===== src/hw/rtl/assert_macros.svh =====
// Assertion macros shared by the compositor RTL.
// Depends on nothing; included by the files that carry assertions.
`ifndef ASSERT_MACROS_SVH
`define ASSERT_MACROS_SVH

// Checked on every rising edge outside reset.
`define GABC_ASSERT(lbl, clk_i, rstn_i, prop, msg) \
  lbl: assert property (@(posedge clk_i) disable iff (!rstn_i) prop) else $error(msg);

// Checked on every rising edge, reset included.
`define GABC_ASSERT_ALWAYS(lbl, clk_i, prop, msg) \
  lbl: assert property (@(posedge clk_i) prop) else $error(msg);

`endif


===== src/hw/rtl/gabc_pkg.sv =====
// Shared types, constants and helpers for the gaussian alpha blend compositor.
// Used by gabc_ctrl, gabc_dp and the top level; depends on nothing.
package gabc_pkg;

  localparam int PixW  = 7;
  localparam int CtrW  = 16;
  localparam int ConW  = 24;
  localparam int Q8W   = 9;
  localparam int AccW  = 17;
  localparam int FracW = 8;
  // dx and dy: a 7-bit unsigned minus a 16-bit signed value.
  localparam int DW    = CtrW + 2;
  // Squares and the cross product of dx and dy stay below 2^31 in magnitude.
  localparam int SqW   = 32;
  // Quadratic form; each term stays well below 2^56.
  localparam int QW    = 58;

  localparam logic [Q8W-1:0] Q8_ONE   = 9'd256;
  localparam logic [Q8W-1:0] T_CUTOFF = 9'd4;

  typedef enum logic [7:0] {
    ST_IDLE  = 8'b0000_0001,
    ST_SQR   = 8'b0000_0010,
    ST_TERM  = 8'b0000_0100,
    ST_SUM   = 8'b0000_1000,
    ST_WGT   = 8'b0001_0000,
    ST_ALPHA = 8'b0010_0000,
    ST_ACC   = 8'b0100_0000,
    ST_EMIT  = 8'b1000_0000
  } state_t;

  typedef struct packed {
    logic capture;
    logic sqr_en;
    logic term_en;
    logic sum_en;
    logic wgt_en;
    logic alpha_en;
    logic acc_en;
    logic emit;
  } cmd_t;

  typedef struct packed {
    logic last;
    logic out_busy;
  } sts_t;

  function automatic logic [Q8W-1:0] sat_q8(input logic [Q8W-1:0] v);
    return (v > Q8_ONE) ? Q8_ONE : v;
  endfunction

endpackage


===== src/hw/rtl/gabc_ctrl.sv =====
// Sequencing state machine of the compositor: steps one item through the datapath.
// Depends on gabc_pkg.
module gabc_ctrl import gabc_pkg::*; (
  input  logic   clk,
  input  logic   rst_n,
  input  logic   in_valid,
  output logic   in_ready,
  input  sts_t   sts,
  output cmd_t   cmd
);

  state_t state_r, state_nxt;

  always_comb begin
    state_nxt = state_r;
    cmd       = '0;
    in_ready  = 1'b0;
    case (state_r)
      ST_IDLE: begin
        in_ready    = 1'b1;
        cmd.capture = in_valid;
        if (in_valid) begin
          state_nxt = ST_SQR;
        end
      end
      ST_SQR: begin
        cmd.sqr_en = 1'b1;
        state_nxt  = ST_TERM;
      end
      ST_TERM: begin
        cmd.term_en = 1'b1;
        state_nxt   = ST_SUM;
      end
      ST_SUM: begin
        cmd.sum_en = 1'b1;
        state_nxt  = ST_WGT;
      end
      ST_WGT: begin
        cmd.wgt_en = 1'b1;
        state_nxt  = ST_ALPHA;
      end
      ST_ALPHA: begin
        cmd.alpha_en = 1'b1;
        state_nxt    = ST_ACC;
      end
      ST_ACC: begin
        cmd.acc_en = 1'b1;
        state_nxt  = sts.last ? ST_EMIT : ST_IDLE;
      end
      ST_EMIT: begin
        // Hold the finished pixel until the output register is free.
        if (!sts.out_busy) begin
          cmd.emit  = 1'b1;
          state_nxt = ST_IDLE;
        end
      end
      default: begin
        state_nxt = ST_IDLE;
      end
    endcase
  end

  always_ff @(posedge clk) begin
    if (!rst_n) begin
      state_r <= ST_IDLE;
    end else begin
      state_r <= state_nxt;
    end
  end

endmodule


===== config.mk =====
export PLATFORM = sky130hd
export DESIGN_NAME = gabc_ctrl
export DESIGN_NICKNAME = d
export VERILOG_FILES = /design/src/hw/rtl/assert_macros.svh /design/src/hw/rtl/gabc_pkg.sv /design/src/hw/rtl/gabc_ctrl.sv
export SDC_FILE = /design/constraint.sdc
export NUM_CORES = 1
export LEC_CHECK = 0
export BUFFER_PORTS_ARGS = -buffer_cell sky130_fd_sc_hd__buf_2
export CELL_PAD_IN_SITES_DETAIL_PLACEMENT = 1
export CELL_PAD_IN_SITES_GLOBAL_PLACEMENT = 2
export CORE_UTILIZATION = 28
export DETAILED_ROUTE_END_ITERATION = 6
export HOLD_SLACK_MARGIN = 0.06
export PLACE_DENSITY_LB_ADDON = 0.15
export SETUP_SLACK_MARGIN = 0.4
export SLEW_MARGIN = 30
export SYNTH_ARGS = -nofsm -noshare
export SYNTH_HDL_FRONTEND = slang
export SYNTH_SLANG_ARGS = --single-unit

===== constraint.sdc =====
create_clock -name clk -period 5.5 [get_ports clk]
set_input_delay 1.1 -clock clk [delete_from_list [all_inputs] [get_ports clk]]
set_output_delay 1.1 -clock clk [all_outputs]
set_load 0.02 [all_outputs]

==> flow_summary.json, run 1 <==
{
  "totalWireLength_um": 1140,
  "clk_pin_slew_worst_paths_ns": 0.05,
  "fin_util_pct": 36.0,
  "worstPathMaxFanout": 8,
  "synth.most_common_cell": "dfxtp_1",
  "finClkSkew_ns": 0.00794,
  "cp.arrival_ns": 1.81,
  "die_h_um": 42.2,
  "ys.flop_type": "dfxtp_1",
  "cp-end-kind": "primary output",
  "rr_endpoint": "state_r[0]",
  "netlist_area_um2": 453,
  "cp_num_buf_inv": 2,
  "syn_nets": 58,
  "cp-startpoint": "state_r[5]",
  "slowest_delay_ns": 0.55,
  "postCtsSetupBuffers": 0,
  "track_usage_pct": 14.0,
  "min_period_over_period_pct": 52.9,
  "synth_edf_count": 0,
  "io_pins": 14,
  "initial_core_util_pct": 30.1,
  "fillerInstances": 190,
  "cts_hold_buf": 0,
  "setup_tns_ns": 0,
  "drt_first_pass_iters": 3,
  "grt_pass1_wl_um": 1860,
  "antenna_found_initial": 0,
  "wire_per_inst_um": 13.8,
  "reg_top3": "state_r x8",
  "synthTopCellsByCount": "8 x dfxtp_1, 6 x and3_1, 6 x nor2_1",
  "synthToLayoutAreaGrowth_pct": 19.6,
  "row_count": 14,
  "r2r_setup_slack_ns": 3.58,
  "slowest_stage": "nor4_1",
  "reg2reg_from": "state_r[0]",
  "crit_chain": "nor4_1, nand4b_1, inv_1, and2_1, buf_2",
  "grt_pass1_vias": 425,
  "required_ns": 4.40,
  "synth_top_area_share_pct": 35.4,
  "insertedDiodeCount": 0,
  "gp_congestion": 0.778,
  "antenna_left": 0,
  "final-seq-area_um2": 160,
  "ctsResizeCount": 0,
  "critPathCapture": "cmd[7]",
  "vdd.ir_drop.worst_mv": 0.155,
  "ys_seq_area_share_pct": 35.4,
  "clock-sinks": 8,
  "regMostFlops": "state_r",
  "timing.final.ws_setup_ns": 2.59,
  "dp_hpwl_um": 878,
  "synthCells": 53,
  "grt_overflow_total": 0,
  "status": "finished clean",
  "max-cap-violations": 0,
  "reg2regPathDepth": 5,
  "leakage_nw": 0.261,
  "clock_latency_ns": 0.25,
  "core_area_um2": 1510,
  "yosysTopAreaCell": "dfxtp_1",
  "die_area_um2": 1780,
  "layout-drive-gt1-share_pct": 25.4,
  "nets": 74,
  "h-tree-depth": 1,
  "worst_pin_slew_ns": 0.570,
  "yosys-top-cells-area": "dfxtp_1 35%, and3_1 8.3%, nor2_1 5.0%, and2_1 4.1%, nand2b_1 4.1%",
  "drc_errors": 0,
  "synth.ff_latch_count": 8,
  "cp_top_family": "simple AND/OR/NAND/NOR gates",
  "rsz0062_at_grt": "no",
  "drt_iter0_markers": 5,
  "cp_num_cells": 5,
  "hold_path_class": "reg -> reg",
  "holdWs_ns": 0.684,
  "io_buffers": 13,
  "relSlewSlack_pct": 61.7,
  "root_buffer": "clkbuf_4",
  "cts_buffers": 3,
  "powerDensity_nw_per_um2": 284,
  "grt_max_degree": 9,
  "worstSetupPathType": "reg -> out",
  "largest_reg_flops": 8,
  "final_hold_viol_count": 0,
  "fmax_mhz": 344,
  "syn_avg_cell_area_um2": 8.55,
  "yosysWarningCount": 0,
  "synthArstFlopShare_pct": 0,
  "multiInputGateArea_um2": 267,
  "finalSetupViolCount": 0,
  "dieWidth_um": 42.2,
  "cts_tree": "built",
  "start_kind": "register",
  "drv_slew": 0,
  "clockBufferDepth": 2,
  "via_per_inst": 5.39,
  "vias": 447,
  "synthDistinctLibCells": 25,
  "place_ws_ns": 2.86,
  "fin_crit_ns": 2.91
}
==> how the worst min path moves through the flow <==
stage	start	endpoint	slack (ns)	depth (start not counted)
after floorplan	state_r[7]	state_r[0]	0.60	2
after global placement	state_r[7]	state_r[7]	0.67	3
after detailed placement	state_r[7]	state_r[7]	0.66	3
after CTS	state_r[7]	state_r[0]	0.68	2
after global routing	state_r[7]	state_r[0]	0.73	2
final	state_r[7]	state_r[0]	0.68	2
==> worst reg2reg max path, cell delays in order, from the launching register on <==
cell and delay, ns:
dfxtp_1 0.38, nor4b_1 0.42, a211oi_1 0.09, or4_1 0.41, a221o_1 0.34, a21o_1 0.17
==> stage by stage <==
step	cells	instance area, um^2	power, W
after CTS	83	542	0.000156
after global routing	83	542	0.000163
after global placement	80	519	0.000111
final	83	542	0.000154
after detailed placement	80	519	0.000111
after floorplan	53	453	0.000101
==> report_power, final <==
part | switching, W | leakage [nW] | internal [W]
logic | 0.0000242 | 0.182 | 0.0000178
registers | 0.00000644 | 0.0651 | 0.0000617
clock network | 0.0000188 | 0.0138 | 0.0000249
total | 0.0000494 | 0.261 | 0.000104
==> cells in the final DEF (no fill, tap or decap) <==
| cell type | instances |
|---|---|
| and4b_1 | 1 |
| a211oi_1 | 2 |
| a21o_1 | 1 |
| nor2_1 | 6 |
| or4_1 | 2 |
| clkbuf_4 | 3 |
| and3_1 | 6 |
| nand2b_1 | 3 |
| a221o_1 | 1 |
| nand4b_1 | 1 |
| nor4b_1 | 2 |
| buf_2 | 13 |
| dfxtp_1 | 8 |
| nor3b_1 | 1 |
| o21ai_0 | 1 |
| nand2_1 | 2 |
| inv_1 | 2 |
| nand3_1 | 1 |
| nor4_1 | 3 |
| a31oi_1 | 1 |
| and2_1 | 3 |
| o22a_1 | 1 |
| a21oi_1 | 1 |
| xor2_1 | 1 |
| and4bb_2 | 1 |
==> cell families (layout without fill, tap and decap cells) <==
group,Yosys count,in the layout,share of synthesized area (%)
flops,8,8,35.4
simple gates,32,32,44.2
compound gates,8,8,12.7
buf+inv,4,18,5.80
xor+xnor,1,1,1.93
==> per-layer routing <==
metal | vias up | global-route usage (%) | wire [um]
met5 | - | 0 | 0
met4 | 0 | 9.38 | 4
met3 | 2 | 1.72 | 30
met2 | 9 | 22.5 | 538
met1 | 208 | 17.5 | 570
li1 | 228 | - | -
==> area by class of cell <==
class / instances / area share, %
Clock buffer: 3 / 4.16
Tap cell: 16 / 3.70
Sequential cell: 8 / 29.6
Multi-Input combinational cell: 41 / 49.2
Timing Repair Buffer: 13 / 12.0
Inverter: 2 / 1.39
(Power assumes the default switching activity.)
==> run 2: changes to the inputs <==
--- a/config.mk
+++ b/config.mk
@@ -8,7 +8,8 @@
 export BUFFER_PORTS_ARGS = -buffer_cell sky130_fd_sc_hd__buf_2
 export CELL_PAD_IN_SITES_DETAIL_PLACEMENT = 1
 export CELL_PAD_IN_SITES_GLOBAL_PLACEMENT = 2
-export CORE_UTILIZATION = 28
+export CORE_ASPECT_RATIO = 0.75
+export CORE_UTILIZATION = 24
 export DETAILED_ROUTE_END_ITERATION = 6
 export HOLD_SLACK_MARGIN = 0.06
 export PLACE_DENSITY_LB_ADDON = 0.15
==> constraint.sdc (replaced) <==
create_clock -name clk -period 2.6 [get_ports clk]
set_input_delay 0.52 -clock clk [delete_from_list [all_inputs] [get_ports clk]]
set_output_delay 0.52 -clock clk [all_outputs]
set_load 0.02 [all_outputs]
==> flow_summary.json, run 2 (synthesized netlist as in run 1, its figures left out) <==
{
  "setup_tns_ns": 0,
  "vdd.ir_drop.worst_mv": 0.296,
  "reg_top3": "state_r x8",
  "cp-end-kind": "primary output",
  "powerDensity_nw_per_um2": 550,
  "fin_crit_ns": 2.17,
  "vias": 464,
  "status": "finished clean",
  "cp-startpoint": "state_r[3]",
  "required_ns": 2.08,
  "grt_pass1_vias": 378,
  "largest_reg_flops": 8,
  "cts_buffers": 3,
  "die_h_um": 39.6,
  "instances_no_fill": 92,
  "worst_pin_slew_ns": 0.408,
  "grt_overflow_total": 0,
  "dieWidth_um": 52.2,
  "rsz0062_at_grt": "yes",
  "synthToLayoutAreaGrowth_pct": 37.3,
  "drc_errors": 0,
  "max-cap-violations": 0,
  "dp_cells": 86,
  "clk_pin_slew_worst_paths_ns": 0.05,
  "regMostFlops": "state_r",
  "drt_iter0_markers": 8,
  "fmax_mhz": 461,
  "totalWireLength_um": 1250,
  "h-tree-depth": 1,
  "io_pins": 14,
  "finClkSkew_ns": 0.00695,
  "cp.arrival_ns": 1.65,
  "cts_tree": "built",
  "layout-drive-gt1-share_pct": 40.0,
  "drv_slew": 0,
  "relSlewSlack_pct": 72.6,
  "track_usage_pct": 12.4,
  "grt_pass1_wl_um": 1750,
  "io_buffers": 13,
  "root_buffer": "clkbuf_4",
  "antenna_left": 0,
  "finalSetupViolCount": 0,
  "clock-sinks": 8,
  "hold_path_class": "in -> reg",
  "drt_first_pass_iters": 4,
  "cts_hold_buf": 0,
  "die_area_um2": 2070,
  "dp_hpwl_um": 947,
  "layout_commonest_cell": "buf_2",
  "grt_max_degree": 9,
  "initial_core_util_pct": 25.8,
  "layout_common_cells": "11 x buf_2, 6 x and3_1, 5 x nor2_1, 5 x dfxtp_1, 4 x buf_4",
  "core_area_um2": 1760,
  "insertedDiodeCount": 0,
  "clock_latency_ns": 0.25,
  "start_kind": "register",
  "row_count": 13,
  "worstPathMaxFanout": 3,
  "antenna_found_initial": 0,
  "fillerInstances": 212,
  "leakage_nw": 0.285,
  "gp_congestion": 0.701,
  "final_hold_viol_count": 0,
  "reg2reg_from": "state_r[3]",
  "min_from": "in_valid",
  "via_per_inst": 5.04,
  "worstSetupPathType": "reg -> out",
  "clockBufferDepth": 2,
  "wire_per_inst_um": 13.5,
  "nets": 77,
  "min_period_over_period_pct": 83.4
}
-- run 2: changes by cell type in the layout (fill, tap and decap cells not counted), moves of 2 or more --
cell / previous run / this run
dfxtp_1: 8 / 5
buf_2: 13 / 11
dfxtp_2: 0 / 3
buf_4: 0 / 4
nor4_1: 3 / 1
-- run 2: critical path: stages, from the launching register on --
cell	delay (ns)
dfxtp_2	0.32
or4_4	0.57
nor2_4	0.13
and4bb_2	0.26
buf_6	0.12
-- run 2: cell type report --
type	instances	area, um^2	share of cell area [%]
Timing Repair Buffer	16	96.3	15.5
Clock buffer	3	22.5	3.62
Sequential cell	8	164	26.4
Inverter	2	7.51	1.21
Tap cell	22	27.5	4.43
Multi-Input combinational cell	41	304	48.9
-- run 2: final timing paths --
| check | depth (start not counted) | slack [ns] | to |
|---|---|---|---|
| max reg2reg | 6 | 0.59 | state_r[0] |
| min | 2 | 0.53 | state_r[1] |
| min reg2reg | 2 | 0.67 | state_r[2] |
| max | 4 | 0.43 | cmd[3] |
-- run 2: stage by stage --
step | total power (W) | instance area (um^2) | setup WS (ns) | hold slack (ns) | utilization (%)
floorplan | 0.000214 | 453 | 0.404 | 0.599 | -
global placement | 0.000237 | 527 | 0.515 | 0.658 | 30.0
detailed placement | 0.000237 | 527 | 0.533 | 0.660 | 30.0
CTS | 0.000340 | 584 | 0.372 | 0.527 | 33.3
global route | 0.000363 | 622 | 0.361 | 0.533 | 35.4
finish | 0.000342 | 622 | 0.432 | 0.534 | 35.4
-- run 2: power breakdown --
part / internal (W) / total, W / switching (W) / leakage (nW)
logic: 0.0000472 / 0.000105 / 0.0000576 / 0.206
clock network: 0.0000525 / 0.0000904 / 0.0000378 / 0.0138
registers: 0.000131 / 0.000147 / 0.0000152 / 0.0658
-- run 2: layer usage --
layer / share of wire (%) / vias up / GRT usage, %
li1: - / 235 / -
met1: 53 / 218 / 16.5
met2: 43 / 9 / 19.2
met3: 3.1 / 2 / 4.65
met4: 0.48 / 0 / 1.97
met5: 0 / - / 0
-- run 2: what timing repair did --
item                                    in CTS  in global routing
pin swaps                                    2                  4
endpoints found under the setup margin       6                  5
setup buffers                                1                  2
gates resized for setup                      9                  4
